<file path="config.mk">
export PLATFORM = sky130hd
export DESIGN_NAME = ees_mul
export DESIGN_NICKNAME = d
export VERILOG_FILES = /design/src/rtl/core/ees_pkg.sv /design/src/rtl/core/ees_mul.sv
export SDC_FILE = /design/constraint.sdc
export NUM_CORES = 2
export LEC_CHECK = 0
export ABC_AREA = 0
export ABC_CLOCK_PERIOD_IN_PS = 10700
export BUFFER_PORTS_ARGS = -buffer_cell sky130_fd_sc_hd__buf_2
export CORE_UTILIZATION = 57
export CTS_CLUSTER_SIZE = 14
export DETAILED_ROUTE_END_ITERATION = 10
export PLACE_DENSITY = 0.75
export SLEW_MARGIN = 15
export SYNTH_ARGS = -nofsm -noshare
export SYNTH_HDL_FRONTEND = slang
export SYNTH_SLANG_ARGS = --single-unit
</file>
<file path="constraint.sdc">
create_clock -name clk -period 10.7 [get_ports clk]
set_input_delay 0.535 -clock clk [delete_from_list [all_inputs] [get_ports clk]]
set_output_delay 0.535 -clock clk [all_outputs]
set_load 0.01 [all_outputs]
</file>
<file path="src/rtl/core/ees_pkg.sv">
// shared types and constants of the estimate error statistics block
package ees_pkg;
  localparam int unsigned COUNT_WIDTH_DEFAULT = 32;
  // fraction bits of the Q16.16 data; the exact integer arithmetic does not depend on it
  localparam int unsigned FRACTION_BITS = 16;
  localparam int unsigned SUM_WIDTH  = 48;
  localparam int unsigned SQ_WIDTH   = 64;
  localparam int unsigned WIDE_WIDTH = 128;

  localparam logic CMD_LOG  = 1'b0;
  localparam logic CMD_READ = 1'b1;

  localparam logic [1:0] CH_OFFSET   = 2'd0;
  localparam logic [1:0] CH_SPEED    = 2'd1;
  localparam logic [1:0] CH_ACCEL    = 2'd2;
  localparam logic [1:0] CH_RESIDUAL = 2'd3;

  // shared 32x32 multiplier request
  typedef struct packed {
    logic [31:0] a;
    logic [31:0] b;
  } mul_req_t;
endpackage

</file>
<file path="src/rtl/core/ees_mul.sv">
// registered 32x32 unsigned multiplier shared by all sequencer steps
module ees_mul (
  input  logic           clk,
  input  ees_pkg::mul_req_t req,
  output logic [63:0]    product
);
  import ees_pkg::*;

  always_ff @(posedge clk) begin
    product <= 64'(req.a) * 64'(req.b);
  end
endmodule

</file>
---- After elaboration in Yosys (flattened, before gate mapping) ----
Index checks and enable logic that the tools add are counted.
storage, ports and cells
  flip-flop bits (word level) ............. 64
  input bits .............................. 65
  output and inout port bits .............. 64
cells by class
  multiply operators ...................... 1
operators by type and width
  operator        count
  $mul 32x32->64  1

---- Longest topological paths before layout ----
  depth after elaboration ................. 1
  gate-level depth with buffers ........... 29
  mapped depth without buffers ............ 27

---- Least setup slack after synthesis ----
No wires, ideal clock.
  path type ............................... input-to-reg
  start point ............................. input req[57] (netlist name)
  end point ............................... register product[62]
  library setup time ...................... 72 ps
  data arrival time ....................... 7216 ps
  required time ........................... 10628 ps
  path slack .............................. 3412 ps
  stages .................................. 25
  buffers on the path ..................... 2
  path through ............................ clkbuf_1 -> nand2_1 -> fa_1 -> inv_1 -> fa_1 -> inv_1 -> fa_1 -> inv_1 -> fa_1 -> fa_1 -> fa_1 -> fa_1 -> inv_1 -> fa_1 -> inv_1 -> ha_1 -> buf_2 -> nand4_1 -> or4_1 -> or3_1 -> a31oi_1 -> a31o_2 -> a211oi_1 -> o21ai_1 -> xor2_1
between the ends
  longest elaborated chain between the ends .. 1
ends and longest elaborated chain
  item                  RTL line       RTL
  start, declared       ees_mul.sv:4   input ees_pkg::mul_req_t req,
  $mul 32x32->64        ees_mul.sv:10  product <= 64'(req.a) * 64'(req.b);
  end signal, assigned  ees_mul.sv:10
  end, declared         ees_mul.sv:5   output logic [63:0] product
No other way between the ends.

---- Final worst setup path ----
  start point ............................. input req[8] (netlist name)
  end point ............................... register product[62]
Same word-level chain as after synthesis.

==> results.json <==
{
  "fmaxAchievable_ghz": 0.123,
  "status": "completed",
  "grt_max_degree": 33,
  "min_path_cells": 2,
  "ios": 129,
  "avgRoutedWirePerCell_um": 19.7,
  "crit_slowest_cell": "a31oi_1",
  "cts_tree": "yes",
  "startpoint_type": "primary input",
  "worstSetupPathType": "primary input to register",
  "syn_inst": 3748,
  "die_h_um": 249,
  "core_mm2": 0.0602,
  "synth_top_area_share_pct": 51.7,
  "synth_async_sr_flop_share_pct": 0,
  "max_flop_register": "product",
  "worst_slew_pin_slew_ps": 836,
  "yosysSeqAreaShare_pct": 3.69,
  "area_growth_pct": 3.19,
  "fillers": 5175,
  "rows": 90,
  "cts.sinks": 64,
  "die-area_mm2": 0.0618,
  "grtUsageTotal_pct": 30.0,
  "crit_path_end_kind": "register",
  "synth_edf_count": 0,
  "cts_made_buffers": 9,
  "insertedDiodeCount": 0,
  "wl_um": 87900,
  "maxCapViolCount": 0,
  "cpMostUsedCell": "fa_1",
  "syn_area_mm2": 0.0347,
  "min_path_type": "primary input to register",
  "post_cts_resized": 0,
  "synth_area_leaders": "fa_1 52%, and2_1 11%, ha_1 9.5%",
  "gp_congestion": 0.953,
  "top_regs": "product: 64 flops",
  "synth.avg_cell_area_um2": 9.25,
  "numPortBuffers": 128,
  "setup.worst_path.start": "req[8]",
  "grt_pass1_vias": 27500,
  "post-route-period-util_pct": 76.3,
  "required_ps": 10970,
  "cts_buffer_depth": 2,
  "grt_pass1_wl_um": 144000,
  "ant_nets": 0,
  "hold_viol": 0,
  "via_per_inst": 5.54,
  "worstPathMaxFanout": 32,
  "slew_viol_final": 0,
  "firstDrtPassIters": 6,
  "largest_reg_flops": 64,
  "ys_types": 57,
  "slowest_delay_ps": 600,
  "multi_input_area_mm2": 0.0293,
  "grt_overflow": 0,
  "start_util_pct": 57.6,
  "clk_pin_slew_ps": 60,
  "cts_setup_buffers": 0,
  "period_minus_slack_ps": 8160,
  "drive_gt1_share_pct": 4.44,
  "synth_seq_cells": 64,
  "drc_errors": 0,
  "area.sequential_mm2": 0.00128,
  "ys.flop_type": "dfxtp_1",
  "yosys.area.top_type": "fa_1",
  "cp_cell_sequence": "buf_2 > nand2_1 > fa_1 > inv_1 > fa_1 > inv_1 > fa_1 > inv_1 > fa_1 > fa_1 > fa_1 > fa_1 > inv_1 > fa_1 > inv_1 > ha_1 > nand4_1 > or4_1 > or3_1 > a31oi_1 > a31o_2 > a211oi_1 > o21ai_1 > xor2_1",
  "relSlewSlack_pct": 44.3,
  "endpoint": "product[62]",
  "rsz0062_at_grt": "false",
  "root_buffer": "clkbuf_16",
  "htreeDepth": 3,
  "die_w_um": 249,
  "yosys_warnings": 0,
  "dr.first_iter.drc_count": 1600,
  "fin_setup_tns_ps": 0,
  "antenna_found_initial": 0,
  "hold_buffers": 0,
  "hpwlAfterDp_um": 70400,
  "vias": 24700,
  "synth_nets": 4972,
  "nNetsFinal": 4894,
  "arrival_ps": 8430,
  "finalSetupViolations": 0
}
[cells by family after synthesis]
kind of cell	after synthesis	share of synthesized area (%)
DFF	64	3.69
muxes	1	0.0289
adders and majority gates	1159	61.2
and+or+nand+nor	1177	17.6
AOI/OAI and AO/OA	202	4.15
xor gates and xnor gates	60	1.52
buffers and inverters	1085	11.8
[worst min path at each step]
stage / to / startpoint
floorplan: product[0] / req[0]
global placement: product[46] / product[46]
detailed placement: product[13] / product[13]
CTS: product[0] / req[32]
global route: product[0] / req[32]
finish: product[0] / req[32]
[cell type report]
| type | instances | share of cell area (%) |
|---|---|---|
| Multi-Input combinational cell | 2599 | 81.9 |
| Inverter | 865 | 9.07 |
| Sequential cell | 64 | 3.58 |
| Tap cell | 782 | 2.73 |
| Timing Repair Buffer | 131 | 1.85 |
| Clock buffer | 10 | 0.640 |
| Clock inverter | 6 | 0.192 |
[per-stage QoR]
step	setup WS [ps]	cell area [um^2]	util, %	hold slack [ps]	instances
2_1_floorplan	3410	34700	-	662	3748
3_3_place_gp	2470	35500	58.9	928	4441
3_5_place_dp	2380	35500	58.9	926	4441
4_1_cts	2730	35800	59.4	834	4457
5_1_grt	2310	35800	59.4	845	4457
6_report	2540	35800	59.4	859	4457
[cell usage after synthesis (3+ instances only)]
library cell / instances
or4_1: 3
a31oi_1: 12
a21oi_2: 3
and2_1: 602
a21oi_1: 63
fa_1: 896
a21boi_1: 3
nand2_1: 480
o21a_1: 9
dfxtp_1: 64
xnor2_1: 35
o31ai_4: 3
a211oi_1: 3
xor2_1: 25
nand4_1: 23
o21ai_1: 5
nor2_1: 20
a221oi_4: 3
a221o_1: 4
o21ai_0: 21
buf_2: 6
ha_1: 263
or3_1: 3
and4_1: 3
o21bai_1: 10
nor3_1: 7
and3_1: 14
or2_2: 3
a21o_1: 40
clkbuf_1: 213
nand3_1: 10
inv_1: 865
o221ai_1: 3
[placed cells by master (no fill, tap or decap), types with 5 or more instances in the layout]
cell type,n
fa_1,896
inv_1,865
and2_1,602
nand2_1,480
ha_1,263
buf_2,128
dfxtp_1,64
a21oi_1,63
a21o_1,40
xnor2_1,35
xor2_1,25
nand4_1,23
o21ai_0,21
nor2_1,20
and3_1,14
a31oi_1,12
o21bai_1,10
nand3_1,10
o21a_1,9
clkbuf_16,9
nor3_1,7
o21ai_1,5
[worst max-delay path, delay by kind of cell]
family          cells  cell delay, ps
compound gates      4            1190
xor+xnor            1             150
fa+ha+maj           9            4510
buf+inv             6             790
simple gates        4            1230
[metal layers]
metal,global-route usage [%],wire [um]
met5,0,0
met4,14.7,5130
met3,3.85,5450
met2,53.0,45400
met1,36.3,31900
Power is left out: the tool's default activity adds up to more than one toggle a clock period on the data nets, which glitch-free logic cannot reach.
